**src/hw/rtl/lpfr_pkg.sv**
```systemverilog
package lpfr_pkg;

  // register map (byte address = 4 * index)
  localparam int unsigned RegCount = 4;
  localparam int unsigned AddrWidth = 4;

  localparam logic [1:0] REG_START_BYTE   = 2'd0;
  localparam logic [1:0] REG_MSG_TYPE     = 2'd1;
  localparam logic [1:0] REG_WAIT_TYPE    = 2'd2;
  localparam logic [1:0] REG_LENGTH_LIMIT = 2'd3;

  // register reset values
  localparam logic [7:0]  START_BYTE_RST   = 8'd62;
  localparam logic [7:0]  MSG_TYPE_RST     = 8'd8;
  localparam logic [7:0]  WAIT_TYPE_RST    = 8'd131;
  localparam logic [15:0] LENGTH_LIMIT_RST = 16'd511;

  // first payload offset that carries message text
  localparam logic [15:0] MSG_OFFSET = 16'd6;

  typedef enum logic [2:0] {
    KIND_MSG_BYTE  = 3'd0,
    KIND_EMPTY_MSG = 3'd1,
    KIND_FETCH     = 3'd2,
    KIND_UNKNOWN   = 3'd3,
    KIND_OVERSIZE  = 3'd4
  } kind_e;

  typedef struct packed {
    logic [7:0]  start_byte;
    logic [7:0]  msg_type;
    logic [7:0]  wait_type;
    logic [15:0] length_limit;
  } cfg_t;

  typedef struct packed {
    logic       vld;
    kind_e      kind;
    logic [7:0] channel;
    logic [7:0] data_byte;
    logic       last;
  } res_t;

endpackage

```
**src/hw/rtl/lpfr_regs.sv**
```systemverilog
module lpfr_regs (
  input  logic                           clk_i,
  input  logic                           rst_ni,
  input  logic                           psel,
  input  logic                           penable,
  input  logic                           pwrite,
  input  logic [lpfr_pkg::AddrWidth-1:0] paddr,
  input  logic [31:0]                    pwdata,
  output logic [31:0]                    prdata,
  output logic                           pready,
  output lpfr_pkg::cfg_t                 cfg_o
);
  import lpfr_pkg::*;

  cfg_t       cfg_q;
  logic       wr_en;
  logic [1:0] reg_idx;

  assign pready  = 1'b1;
  assign reg_idx = paddr[AddrWidth-1:2];
  assign wr_en   = psel && penable && pwrite;

  // register writes, value masked to register width
  always_ff @(posedge clk_i or negedge rst_ni) begin
    if (!rst_ni) begin
      cfg_q.start_byte   <= START_BYTE_RST;
      cfg_q.msg_type     <= MSG_TYPE_RST;
      cfg_q.wait_type    <= WAIT_TYPE_RST;
      cfg_q.length_limit <= LENGTH_LIMIT_RST;
    end else if (wr_en) begin
      case (reg_idx)
        REG_START_BYTE:   cfg_q.start_byte   <= pwdata[7:0];
        REG_MSG_TYPE:     cfg_q.msg_type     <= pwdata[7:0];
        REG_WAIT_TYPE:    cfg_q.wait_type    <= pwdata[7:0];
        REG_LENGTH_LIMIT: cfg_q.length_limit <= pwdata[15:0];
        default: ;
      endcase
    end
  end

  // read mux
  always_comb begin
    case (reg_idx)
      REG_START_BYTE:   prdata = {24'd0, cfg_q.start_byte};
      REG_MSG_TYPE:     prdata = {24'd0, cfg_q.msg_type};
      REG_WAIT_TYPE:    prdata = {24'd0, cfg_q.wait_type};
      REG_LENGTH_LIMIT: prdata = {16'd0, cfg_q.length_limit};
      default:          prdata = 32'd0;
    endcase
  end

  assign cfg_o = cfg_q;

endmodule

```
**src/hw/rtl/lpfr_core.sv**
```systemverilog
module lpfr_core (
  input  logic           clk_i,
  input  logic           rst_ni,
  input  lpfr_pkg::cfg_t cfg_i,
  input  logic           step_i,
  input  logic [7:0]     byte_i,
  output lpfr_pkg::res_t res_o
);
  import lpfr_pkg::*;

  typedef enum logic [1:0] {
    PH_START  = 2'd0,
    PH_LEN_LO = 2'd1,
    PH_LEN_HI = 2'd2,
    PH_DATA   = 2'd3
  } phase_e;

  phase_e      phase_q, phase_d;
  logic [15:0] len_q, len_d;
  logic [15:0] pos_q, pos_d;
  logic [7:0]  type_q, type_d;
  logic [7:0]  chan_q, chan_d;

  logic [15:0] len_full;
  logic [7:0]  cur_type;
  logic [7:0]  cur_chan;
  logic        at_end;
  logic        is_msg;
  res_t        res;

  // header fields as they stand after this byte
  assign len_full = {byte_i, len_q[7:0]};
  assign cur_type = (pos_q == 16'd0) ? byte_i : type_q;
  assign cur_chan = (pos_q == 16'd1) ? byte_i : chan_q;
  assign at_end   = ({1'b0, pos_q} + 17'd1) >= {1'b0, len_q};
  assign is_msg   = (cur_type == cfg_i.msg_type) && (len_q >= MSG_OFFSET);

  // phase logic for one received byte
  always_comb begin
    phase_d       = phase_q;
    len_d         = len_q;
    pos_d         = pos_q;
    type_d        = type_q;
    chan_d        = chan_q;
    res.vld       = 1'b0;
    res.kind      = KIND_MSG_BYTE;
    res.channel   = 8'd0;
    res.data_byte = 8'd0;
    res.last      = 1'b0;
    case (phase_q)
      PH_START: begin
        if (byte_i == cfg_i.start_byte) begin
          phase_d = PH_LEN_LO;
          pos_d   = 16'd0;
          type_d  = 8'd0;
          chan_d  = 8'd0;
        end
      end
      PH_LEN_LO: begin
        len_d   = {8'd0, byte_i};
        phase_d = PH_LEN_HI;
      end
      PH_LEN_HI: begin
        len_d = len_full;
        if (len_full > cfg_i.length_limit) begin
          phase_d  = PH_START;
          res.vld  = 1'b1;
          res.kind = KIND_OVERSIZE;
        end else if (len_full == 16'd0) begin
          phase_d = PH_START;
        end else begin
          phase_d = PH_DATA;
          pos_d   = 16'd0;
        end
      end
      PH_DATA: begin
        type_d = cur_type;
        chan_d = cur_chan;
        if (is_msg && (pos_q >= MSG_OFFSET)) begin
          res.vld       = 1'b1;
          res.kind      = KIND_MSG_BYTE;
          res.channel   = cur_chan;
          res.data_byte = byte_i;
          res.last      = at_end;
        end else if (at_end) begin
          res.vld = 1'b1;
          if (is_msg) begin
            res.kind    = KIND_EMPTY_MSG;
            res.channel = cur_chan;
            res.last    = 1'b1;
          end else if (cur_type == cfg_i.wait_type) begin
            res.kind = KIND_FETCH;
          end else begin
            res.kind = KIND_UNKNOWN;
          end
        end
        if (at_end) begin
          phase_d = PH_START;
          pos_d   = 16'd0;
        end else begin
          pos_d = pos_q + 16'd1;
        end
      end
      default: phase_d = PH_START;
    endcase
  end

  // frame state
  always_ff @(posedge clk_i or negedge rst_ni) begin
    if (!rst_ni) begin
      phase_q <= PH_START;
      len_q   <= 16'd0;
      pos_q   <= 16'd0;
      type_q  <= 8'd0;
      chan_q  <= 8'd0;
    end else if (step_i) begin
      phase_q <= phase_d;
      len_q   <= len_d;
      pos_q   <= pos_d;
      type_q  <= type_d;
      chan_q  <= chan_d;
    end
  end

  assign res_o = res;

endmodule

```
**src/hw/rtl/length_prefixed_frame_receiver.sv**
```systemverilog
// Length-prefixed frame receiver: takes one received byte per request on the rx channel and
// gives at most one result per byte on the out channel. A byte is registered, then run through
// the combinational frame phase logic into the result register. While the out channel takes
// results, a new byte can be taken every cycle; back-pressure on the out channel stalls the
// input register and then rx_ready_o. Registers (APB, byte address 4*index): 0 start_byte
// (reset 62), 1 channel_message_type (8), 2 waiting_type (131), 3 length_limit (511).
// Result kinds: 0 message byte, 1 empty message, 2 fetch request, 3 unknown frame,
// 4 oversize frame dropped. Write registers only while the block is idle.
module length_prefixed_frame_receiver (
  input  logic                           clk_i,
  input  logic                           rst_ni,
  // configuration port
  input  logic                           psel,
  input  logic                           penable,
  input  logic                           pwrite,
  input  logic [lpfr_pkg::AddrWidth-1:0] paddr,
  input  logic [31:0]                    pwdata,
  output logic [31:0]                    prdata,
  output logic                           pready,
  // received bytes
  input  logic                           rx_valid_i,
  output logic                           rx_ready_o,
  input  logic [7:0]                     rx_byte_i,
  // results
  output logic                           out_valid_o,
  input  logic                           out_ready_i,
  output logic [2:0]                     kind_o,
  output logic [7:0]                     channel_o,
  output logic [7:0]                     data_byte_o,
  output logic                           last_of_message_o
);
  import lpfr_pkg::*;

  cfg_t       cfg;
  res_t       res;
  logic       in_vld_q;
  logic [7:0] in_byte_q;
  logic       proc_fire;
  logic       out_vld_q;
  kind_e      out_kind_q;
  logic [7:0] out_chan_q;
  logic [7:0] out_data_q;
  logic       out_last_q;

  lpfr_regs u_regs (
    .clk_i   (clk_i),
    .rst_ni  (rst_ni),
    .psel    (psel),
    .penable (penable),
    .pwrite  (pwrite),
    .paddr   (paddr),
    .pwdata  (pwdata),
    .prdata  (prdata),
    .pready  (pready),
    .cfg_o   (cfg)
  );

  // input byte moves on when the result register is free or being drained
  assign proc_fire  = in_vld_q && (!out_vld_q || out_ready_i);
  assign rx_ready_o = !in_vld_q || proc_fire;

  // input register
  always_ff @(posedge clk_i or negedge rst_ni) begin
    if (!rst_ni) begin
      in_vld_q <= 1'b0;
    end else if (rx_ready_o) begin
      in_vld_q <= rx_valid_i;
    end
  end

  always_ff @(posedge clk_i) begin
    if (rx_valid_i && rx_ready_o) begin
      in_byte_q <= rx_byte_i;
    end
  end

  lpfr_core u_core (
    .clk_i  (clk_i),
    .rst_ni (rst_ni),
    .cfg_i  (cfg),
    .step_i (proc_fire),
    .byte_i (in_byte_q),
    .res_o  (res)
  );

  // result register
  always_ff @(posedge clk_i or negedge rst_ni) begin
    if (!rst_ni) begin
      out_vld_q <= 1'b0;
    end else if (proc_fire) begin
      out_vld_q <= res.vld;
    end else if (out_ready_i) begin
      out_vld_q <= 1'b0;
    end
  end

  always_ff @(posedge clk_i) begin
    if (proc_fire && res.vld) begin
      out_kind_q <= res.kind;
      out_chan_q <= res.channel;
      out_data_q <= res.data_byte;
      out_last_q <= res.last;
    end
  end

  assign out_valid_o       = out_vld_q;
  assign kind_o            = out_kind_q;
  assign channel_o         = out_chan_q;
  assign data_byte_o       = out_data_q;
  assign last_of_message_o = out_last_q;

  // input only stalls behind a held result
  a_stall_cause: assert property (@(posedge clk_i) disable iff (!rst_ni)
    !rx_ready_o |-> (in_vld_q && out_valid_o && !out_ready_i))
    else $error("input stalled without a held result");

  // last mark only on message results
  a_last_kind: assert property (@(posedge clk_i) disable iff (!rst_ni)
    (out_valid_o && last_of_message_o) |->
      (kind_o == KIND_MSG_BYTE || kind_o == KIND_EMPTY_MSG))
    else $error("last mark on a non-message result");

  // empty message always carries the last mark and no data
  a_empty_msg: assert property (@(posedge clk_i) disable iff (!rst_ni)
    (out_valid_o && kind_o == KIND_EMPTY_MSG) |->
      (last_of_message_o && data_byte_o == 8'd0))
    else $error("malformed empty message result");

  // non-message results carry no channel
  a_no_chan: assert property (@(posedge clk_i) disable iff (!rst_ni)
    (out_valid_o && (kind_o == KIND_FETCH || kind_o == KIND_UNKNOWN ||
                     kind_o == KIND_OVERSIZE)) |-> (channel_o == 8'd0))
    else $error("channel set on a non-message result");

endmodule

```
**config.mk**
```make
export PLATFORM = sky130hd
export DESIGN_NAME = length_prefixed_frame_receiver
export DESIGN_NICKNAME = d
export VERILOG_FILES = /design/src/hw/rtl/lpfr_pkg.sv /design/src/hw/rtl/lpfr_regs.sv /design/src/hw/rtl/lpfr_core.sv /design/src/hw/rtl/length_prefixed_frame_receiver.sv
export SDC_FILE = /design/constraint.sdc
export NUM_CORES = 1
export LEC_CHECK = 0
export BUFFER_PORTS_ARGS = -buffer_cell sky130_fd_sc_hd__buf_2
export CAP_MARGIN = 30
export CORE_ASPECT_RATIO = 1.75
export CORE_MARGIN = 10
export CORE_UTILIZATION = 40
export DETAILED_ROUTE_END_ITERATION = 6
export SETUP_SLACK_MARGIN = 0.5
export SLEW_MARGIN = 20
export SYNTH_ARGS = -nofsm -noshare
export SYNTH_HDL_FRONTEND = slang
export SYNTH_SLANG_ARGS = --single-unit
```
**constraint.sdc**
```tcl
create_clock -name clk_i -period 5 [get_ports clk_i]
set_clock_uncertainty 0.05 [all_clocks]
set_input_delay 0.25 -clock clk_i [delete_from_list [all_inputs] [get_ports clk_i]]
set_output_delay 0.25 -clock clk_i [all_outputs]
set_load 0.005 [all_outputs]
```
* Word level (Yosys, flattened, before mapping)
Cells that the tools add are included.
Word-level totals: register bits 120, bits of input ports 51, output and inout port bits 55, word-level logic and storage cells 96
Cells by class: add/subtract/negate cells 2, magnitude comparators 4, eq/ne operators 14, mux-type cells 29, bitwise operators 1, reduce and logical (&&, ||, !) cells 29
Operator list (count):
- $pmux W32 S4 | 1
- $mux W16 | 4
- $pmux W16 S3 | 1
- $ge A16 B3 Y1 const B | 2
- $logic_not A16 Y1 | 2
- $mux W8 | 4
- $pmux W16 S2 | 1
- $pmux W8 S2 | 2
- $eq A8 B8 Y1 | 3
- $mux W12 | 2
- $add A16 B1 Y17 const B | 1
- $ge A17 B16 Y1 | 1
- $add A16 B1 Y16 const B | 1
- $eq A16 B1 Y1 const B | 1
- $gt A16 B16 Y1 | 1
- $reduce_and A2 Y1 | 6
- $reduce_and A3 Y1 | 3
- $eq A2 B2 Y1 const B | 4
- $mux W2 | 4
- $pmux W2 S4 | 1
- $pmux W4 S2 | 1
- $logic_and A1 B1 Y1 | 7
- $mux W1 | 6
- $reduce_bool A2 Y1 | 3
- other kinds (11) | 17

* Longest topological paths before layout
Gate-level depths: netlist of the first run.
word-level depth 9, mapped depth 15, gate-level depth less buffers 13

* Cells and area by module
Synthesis of the first run repeated with hierarchy kept, for this count alone.
Unflattened totals: cells, all modules 711, area total of the unflattened synthesis 7189.4 um2
By module, submodules not included:
- lpfr_core | times used 1, cells each 546, area each 4299.1 um2, seq. area each 1251.2 um2
- lpfr_regs | times used 1, cells each 127, area each 1940.6 um2, seq. area each 1023.5 um2
- length_prefixed_frame_receiver | times used 1, cells each 38, area each 949.7 um2, seq. area each 890.9 um2

* Least setup slack after synthesis of the first run
No wires, ideal clock.
path type reg-to-reg, start point register u_core.pos_q[2], end point register out_chan_q[0], in the netlist channel_o[0], enable pin, library setup time 0.409 ns, arrival 3.795 ns, required time 4.541 ns, path slack 0.746 ns, cell stages (with the launch flop) 13, buffers on the path 1, period minus slack after synthesis 4.254 ns, cell sequence dfrtp_1 buf_6 nand3_1 nor3_1 nand3_1 and2_1 or2_2 ha_1 nand4_1 nor4_1 a211o_1 o21ai_0 a31oi_1
On the way: cells in the longest elaborated chain, start to end 8, elaborated cells on any way between the ends 12, those cells by class 1 x add/sub; 2 x order compare; 1 x eq/ne; 4 x mux; 4 x reduce/logical
Ends and longest elaborated chain:
- start: declaration | RTL line lpfr_core.sv:20 | logic [15:0] pos_q, pos_d;
- start signal: assignment | RTL line lpfr_core.sv:119 | pos_q <= pos_d;
- branches (longest 5 deep; another with $add A16 B1 Y17)
- $mux W12 * | RTL line lpfr_core.sv:79 | if (is_msg && (pos_q >= MSG_OFFSET)) begin
- $pmux W4 S2 * | RTL line lpfr_core.sv:50 | case (phase_q)
- $logic_and A1 B1 Y1 * | RTL line length_prefixed_frame_receiver.sv:98 | if (proc_fire && res.vld) begin
- end signal: assignment | RTL line length_prefixed_frame_receiver.sv:100 | out_chan_q <= res.channel;
- end: declaration | RTL line length_prefixed_frame_receiver.sv:41 | logic [7:0] out_chan_q;
Mark *: on every way between the ends. A chain may end at the register's enable or synchronous reset.

* Worst setup path after layout of the first run
start point register u_core.pos_q[2], end point register out_data_q[2], in the netlist data_byte_o[2], enable pin
On the way: cells in the longest elaborated chain, start to end 8, elaborated cells on any way between the ends 12, those cells by class 1 x add/sub; 2 x order compare; 1 x eq/ne; 4 x mux; 4 x reduce/logical
Ends and longest elaborated chain:
- branches (longest 5 deep; another with $add A16 B1 Y17)
- $mux W12 * | RTL line lpfr_core.sv:79
- $pmux W4 S2 * | RTL line lpfr_core.sv:50
- $logic_and A1 B1 Y1 * | RTL line length_prefixed_frame_receiver.sv:98
- end signal: assignment | RTL line length_prefixed_frame_receiver.sv:101 | out_data_q <= res.data_byte;
- end: declaration | RTL line length_prefixed_frame_receiver.sv:42 | logic [7:0] out_data_q;
Marks and branches as above.

==> results of run 1 <==
## logic make-up after synthesis
family	synth area share [%]
AND/OR/NAND/NOR	17.4
AO/OA/AOI/OAI	13.1
flip-flops	43.6
buffers and inverters	6.40
multiplexers	8.64
adder cells (fa/ha/maj)	7.06
XOR/XNOR	3.74
other	0.103
## how the worst min path moves through the flow
| stage | endpoint | slack [ns] | cells past startpoint |
|---|---|---|---|
| after floorplan | in_vld_q | -0.1 | 0 |
| after global placement | u_regs.cfg_o[13] | 0.21 | 1 |
| after detailed placement | u_regs.cfg_o[13] | 0.20 | 1 |
| after CTS | u_regs.cfg_o[13] | 0.004 | 3 |
| after global routing | u_regs.cfg_o[13] | 0.04 | 3 |
| final | u_regs.cfg_o[13] | 0.02 | 3 |
## metal layers
metal / GRT usage, % / part of all wire (%) / vias up
met1: 18.3 / 40 / 2725
met4: 8.12 / 3.6 / 0
li1: - / - / 2697
met2: 30.8 / 54 / 115
met3: 3.39 / 3.1 / 38
met5: 0 / 0 / -
## timing repair
item,4_1_cts,5_1_grt
endpoints found under the setup margin,0,30
resized for setup,0,2
hold buffers,17,0
endpoints found under the hold margin,39,0
## area by class of cell
class                      instances  area (um2)  area share, %
timing repair buffer              98         613           7.14
sequential                       120        3170           36.9
inverter                          48         180           2.10
multi-input combinational        512        3720           43.3
tap                              234         293           3.41
clock buffer                      20         437           5.09
clock inverter                    12         180           2.10
## worst max-delay path, cell delays in order (launching register included)
cell	delay (ns)
sky130_fd_sc_hd__dfrtp_1	0.58
sky130_fd_sc_hd__nand3_2	0.26
sky130_fd_sc_hd__nor3_2	0.38
sky130_fd_sc_hd__nand3_1	0.16
sky130_fd_sc_hd__and2_1	0.19
sky130_fd_sc_hd__or2_2	0.30
sky130_fd_sc_hd__ha_1	0.27
sky130_fd_sc_hd__nand4_1	0.17
sky130_fd_sc_hd__nor4_1	0.44
sky130_fd_sc_hd__a211o_1	0.22
sky130_fd_sc_hd__o21ai_0	0.14
sky130_fd_sc_hd__a31oi_2	0.23
sky130_fd_sc_hd__buf_4	0.28
## through the flow
step / total power [mW] / cell area [um2] / hold slack [ns] / utilization, % / setup WS [ns]
global placement: 2.86 / 7770 / 0.205 / 43.3 / 0.826
CTS: 4.22 / 8580 / 0.00403 / 47.7 / 0.715
detailed placement: 2.89 / 7790 / 0.205 / 43.3 / 0.779
finish: 4.19 / 8590 / 0.0188 / 47.8 / 0.996
floorplan: 2.45 / 7320 / -0.0956 / - / 0.746
global route: 4.48 / 8590 / 0.0418 / 47.8 / 0.605
## where the power goes
| part | total, mW | switching [mW] | internal (mW) |
|---|---|---|---|
| clock | 1.30 | 0.427 | 0.873 |
| sequential | 1.49 | 0.233 | 1.26 |
| combinational | 1.40 | 0.795 | 0.602 |
| total | 4.19 | 1.45 | 2.73 |
## sequential cells by signal, summed over array words and instances (netlist names)
name and count:
u_core.len_q 16, kind_o 3, u_core.pos_q 16, in_vld_q 1, channel_o 8, in_byte_q 8
u_core.phase_q 2, last_of_message_o 1, u_regs.cfg_o 40, data_byte_o 8, out_valid_o 1, u_core.type_q 8
u_core.chan_q 8
## cells in the final DEF, fill, tap and decap left out, types with 7 or more instances in the layout
cell                            instances
sky130_fd_sc_hd__nand2_1               77
sky130_fd_sc_hd__dfrtp_1               74
sky130_fd_sc_hd__buf_2                 69
sky130_fd_sc_hd__inv_1                 48
sky130_fd_sc_hd__o21ai_0               42
sky130_fd_sc_hd__ha_1                  41
sky130_fd_sc_hd__nor2_1                30
sky130_fd_sc_hd__edfxtp_1              28
sky130_fd_sc_hd__mux2_2                27
sky130_fd_sc_hd__xor2_1                22
sky130_fd_sc_hd__nor3_1                19
sky130_fd_sc_hd__a21oi_1               19
sky130_fd_sc_hd__nand3_1               18
sky130_fd_sc_hd__dfstp_2               18
sky130_fd_sc_hd__conb_1                17
sky130_fd_sc_hd__clkbuf_16             17
sky130_fd_sc_hd__dlygate4sd3_1         17
sky130_fd_sc_hd__mux2i_1               13
sky130_fd_sc_hd__nor4_1                13
sky130_fd_sc_hd__o2bb2ai_1             13
sky130_fd_sc_hd__nand2b_1              12
sky130_fd_sc_hd__a22o_1                11
sky130_fd_sc_hd__buf_4                 11
sky130_fd_sc_hd__nand4_1               10
sky130_fd_sc_hd__and3_1                10
sky130_fd_sc_hd__o211ai_1              10
sky130_fd_sc_hd__xnor2_1                9
sky130_fd_sc_hd__mux4_2                 8
sky130_fd_sc_hd__and2_1                 8
sky130_fd_sc_hd__or2_2                  7
==> flow_metrics.tcl, run 1 <==
set metrics [dict create \
    critical_path.endpoint_type "flip-flop" \
    cts_setup_buffers 0 \
    globalRouteTotalUtil_pct 17.0 \
    tightestPinTransition_ns 0.768 \
    setup_violations 0 \
    drc_errors 0 \
    route.final.wire_length_um 19600 \
    detail_route.vias_per_cell 5.34 \
    fillers 1671 \
    die-height_um 198 \
    antennaDiodeCount 0 \
    ys_dominant_reg_cell "sky130_fd_sc_hd__dfrtp_1" \
    wire_length_of_the_first_global_routing_pass_um 32100 \
    crit_path_max_fanout 20 \
    io_buffer_count 70 \
    synth.lib_cells_used.distinct 68 \
    grt_pass1_vias 5913 \
    worst_hold_path_type "in -> reg" \
    synth.yosys.seq_area_share_pct 43.6 \
    drt_iter0_markers 248 \
    cp.arrival_ns 4.05 \
    synthMostInstantiatedCell "sky130_fd_sc_hd__nand2_1" \
    placement_rows 65 \
    synth-edff-count 28 \
    gpl.final_weighted_congestion 0.856 \
    design.die.area_um2 24200 \
    async_flop_share_pct 76.7 \
    placed_instance_count 995 \
    outcome "completed" \
    synth_area_um2 7270 \
    maxCapViolations 0 \
    finalSetupTns_ns 0 \
    hold_viol 0 \
    fin_nets 889 \
    fp.dieW_um 122 \
    root_buffer "sky130_fd_sc_hd__clkbuf_16" \
    rsz0062_at_grt "no" \
    worstSkewPairLatency_ns 0.42 \
    grt_max_degree 54 \
    wl_per_cell_um 18.8 \
    reg_to_reg_start "u_core.pos_q[2]" \
    gr_ovfl_total 0 \
    cts_tree "yes" \
    num_io_pins 106 \
    synth.top_cell.area_share_pct 25.5 \
    cts.clk_slew.worst_paths_ns 0.06 \
    timing.final.max_slew_violations 0 \
    final_min_period_over_clock_period_pct 80.1 \
    crit_required_ns 5.05 \
    postRouteAntennaNets 0 \
    syn-mean-instance-area_um2 10.2 \
    total_vias_in_the_final_route 5575 \
    floorplan.core_area_um2 18000 \
    crit_type "reg -> reg" \
    numClockSinks 120 \
    synth.yosys.warnings 0 \
    drive_above_1_share_pct 22.8 \
    max_buffers_root_to_sink 2 \
    power.density_nw_per_um2 488 \
    crit_path_end "data_byte_o[2]" \
    worst_case_register_to_register_setup_slack_ns 1.0 \
    post_synth_main_area_contributors "sky130_fd_sc_hd__dfrtp_1, sky130_fd_sc_hd__edfxtp_1, sky130_fd_sc_hd__ha_1" \
    critical_path.startpoint "u_core.pos_q[2]" \
    initial_core_util_pct 40.4 \
    achievable-frequency_ghz 0.250 \
    hpwl_um 14800 \
    relSlewSlack_pct 48.8 \
    ir_worst_vdd_v 0.000387 \
    antenna_violations_before_repair 0 \
    synthDominantAreaCellType "sky130_fd_sc_hd__dfrtp_1" \
    drt_pre_antenna_iters 4 \
    reg2regPathDepth 12 \
    r2r_end "data_byte_o[2]" \
    tritoncts_buffer_count 17 \
    crit_path_start_kind "flip-flop" \
    syn-instance-count 713 \
    yosys_register_bits 120 \
    total_leakage_power_nw 3.78 \
    layout-area-overhead-vs-synth_pct 18.2 \
    instances_no_fill 1044 \
    period_minus_slack_ns 4.00 \
    cts_max_level 4 \
    synth_commonest_cells "sky130_fd_sc_hd__nand2_1, sky130_fd_sc_hd__dfrtp_1, sky130_fd_sc_hd__inv_1, sky130_fd_sc_hd__o21ai_0, sky130_fd_sc_hd__ha_1" \
    hold_path_startpoint "pwdata[13]" \
]
Note: power is estimated with default switching activity, not from simulation.
==> run 2: changes to the inputs <==
clock period = 3.54 ns   (was 5 ns; I/O delays follow)
==> run 2 against run 1 <==
Against the previous run:
- via count is 8.5% higher
- routed wire length rose by 12%
- sequential cell count stayed put
- largest cell class unchanged
==> flow_metrics.tcl, run 2 (synthesis results as in run 1) <==
set metrics [dict create \
    worstSkewPairLatency_ns 0.43 \
    route.final.wire_length_um 22000 \
    wire_length_of_the_first_global_routing_pass_um 33700 \
    reg2regPathDepth 14 \
    num_io_pins 106 \
    drc_errors 0 \
    tightestPinTransition_ns 0.714 \
    grt_pass1_vias 6425 \
    hold_path_startpoint "out_ready_i" \
    crit_type "reg -> reg" \
    p_comb_share_pct 36.9 \
    timing.critical_path.depth 14 \
    setup_violations 0 \
    gpl.final_weighted_congestion 0.899 \
    power_frac_clock_pct 31.0 \
    antenna_violations_before_repair 0 \
    crit_required_ns 3.64 \
    cts_tree "yes" \
    timing.final.max_slew_violations 0 \
    critical_path.endpoint_type "flip-flop" \
    p_sw_share_pct 35.4 \
    placed_instance_count 1017 \
    seqCellArea_um2 3170 \
    postRouteAntennaNets 0 \
    worst_setup_slack_before_clock_tree_synthesis_ns 0.155 \
    outcome "completed" \
    hold_viol 0 \
    mostFrequentLayoutCell "sky130_fd_sc_hd__nand2_1" \
    root_buffer "sky130_fd_sc_hd__clkbuf_16" \
    fp.dieW_um 122 \
    design.die.area_um2 24200 \
    wl_per_cell_um 20.0 \
    total_leakage_power_nw 4.16 \
    globalRouteMet3Util_pct 3.36 \
    grt_max_degree 41 \
    worst_hold_path_type "in -> reg" \
    initial_core_util_pct 40.4 \
    fillers 1584 \
    rsz0062_at_grt "yes" \
    fin_nets 945 \
    maxCapViolations 0 \
    achievable-frequency_ghz 0.302 \
    crit_path_max_fanout 5 \
    drt_pre_antenna_iters 6 \
    io_buffer_count 70 \
    tritoncts_buffer_count 17 \
    drt_iter0_markers 274 \
    hpwl_um 16100 \
    period_minus_slack_ns 3.31 \
    placement_rows 65 \
    total_vias_in_the_final_route 6047 \
    cp.arrival_ns 3.41 \
    drive_above_1_share_pct 32.9 \
    power.share.sequential_pct 32.1 \
    netSwitchingPower_mw 2.32 \
    cp_top_family "simple AND/OR/NAND/NOR gates" \
    instances_no_fill 1100 \
    finalInstanceArea_um2 9540 \
    crit_path_buf_inv_count 2 \
    worst_case_register_to_register_setup_slack_ns 0.23 \
    die-height_um 198 \
    setup_slack_ns 0.228 \
    cp_slowest_stage_delay_ns 0.42 \
    power.density_nw_per_um2 686 \
    cts.clk_slew.worst_paths_ns 0.06 \
    cellInternalPower_mw 4.22 \
    placedInstanceArea_um2 8040 \
    r2r_end "channel_o[7]" \
    grt_util_met1_pct 18.0 \
    ir_worst_vdd_v 0.000523 \
    antennaDiodeCount 0 \
    floorplan.core_area_um2 18000 \
    max_ffs_per_register 40 \
    max_buffers_root_to_sink 2 \
    top_usage_layer "met2" \
    relSlewSlack_pct 52.2 \
    final_min_period_over_clock_period_pct 93.6 \
    layout-area-overhead-vs-synth_pct 31.3 \
    slowest_stage "sky130_fd_sc_hd__dfrtp_2" \
    numClockSinks 120 \
    globalRouteTotalUtil_pct 18.0 \
    hold_path_depth 4 \
    gr_ovfl_total 0 \
    use_met2_pct 32.3 \
    reg_to_reg_start "u_core.pos_q[0]" \
    detail_route.vias_per_cell 5.50 \
    mostFrequentLayoutCells "sky130_fd_sc_hd__nand2_1, sky130_fd_sc_hd__dfrtp_1, sky130_fd_sc_hd__buf_2" \
    finalSetupTns_ns 0 \
    cts_max_level 4 \
    timing.critical_path.cells "ha_4, nand4_1, nor2_2, nand3_2, o21a_1, or2_4, ha_4, nand4_1, nor4_4, a211o_4, o21ai_4, a31oi_4, buf_12, clkbuf_16" \
    crit_path_start_kind "flip-flop" \
    footprint_of_the_multi_input_gates_um2 4070 \
    min_to "in_vld_q" \
]
[run 2: cell count changes in the layout (fill, tap and decap cells not counted), moves of 8 or more]
cell                            change
sky130_fd_sc_hd__buf_4             +35
sky130_fd_sc_hd__buf_6              +9
sky130_fd_sc_hd__dlygate4sd3_1      +9
sky130_fd_sc_hd__nor3_1             -9
sky130_fd_sc_hd__o2bb2ai_1          -9
sky130_fd_sc_hd__o2bb2ai_2          +8
[run 2: metrics by stage]
step	hold WS, ns	util (%)	power, mW
6_report	0.0700	53.1	6.54
5_1_grt	0.0952	53.1	6.91
4_1_cts	0.0589	51.0	6.34
3_5_place_dp	0.149	44.8	4.19
3_3_place_gp	0.141	44.8	4.10
2_1_floorplan	-0.169	-	3.50
[run 2: tightest hold or removal path: cells and delay by family]
| family | cells | cell delay [ns] |
|---|---|---|
| buf+inv | 1 | 0.08 |
| simple gates | 3 | 0.25 |
[run 2: how the worst max path moves through the flow]
stage	start	end	slack [ns]
3_5_place_dp	u_core.pos_q[0]	kind_o[0]	0.16
5_1_grt	u_core.pos_q[0]	kind_o[0]	0.10
2_1_floorplan	u_core.pos_q[1]	channel_o[0]	0.25
3_3_place_gp	u_core.pos_q[0]	kind_o[0]	0.16
6_report	u_core.pos_q[0]	channel_o[7]	0.23
4_1_cts	u_core.pos_q[1]	data_byte_o[7]	0.30
[run 2: routing by layer]
metal / vias to the layer above / part of all wire [%]
met5: - / 0
met4: 0 / 6.1
met3: 73 / 4.2
met2: 203 / 54
met1: 2955 / 36
li1: 2816 / -
[run 2: layout make-up]
class                           instances  share of cell area, %
Timing Repair Buffer                  154                   12.0
Tap cell                              234                   3.07
Sequential cell                       120                   33.3
Multi-Input combinational cell        512                   42.7
Clock buffer                           18                   4.50
Clock inverter                         14                   2.65
Inverter                               48                   1.89
[run 2: repair_timing]
item / in CTS / in global routing
resized for setup: 22 / 40
setup buffers: 10 / 11
endpoints found under the setup margin: 50 / 58
gates cloned: 1 / 3
endpoints found under the hold margin: 79 / 0
pin swaps: 15 / 19
hold buffers: 26 / 0
[run 2: power groups by stage]
stage	logic, mW	clock network, mW	registers [mW]
2_1_floorplan	1.49	0	2.01
3_3_place_gp	2.00	0	2.10
6_report	2.41	2.03	2.10
5_1_grt	2.65	2.10	2.15
4_1_cts	2.19	2.05	2.09
3_5_place_dp	2.07	0	2.12
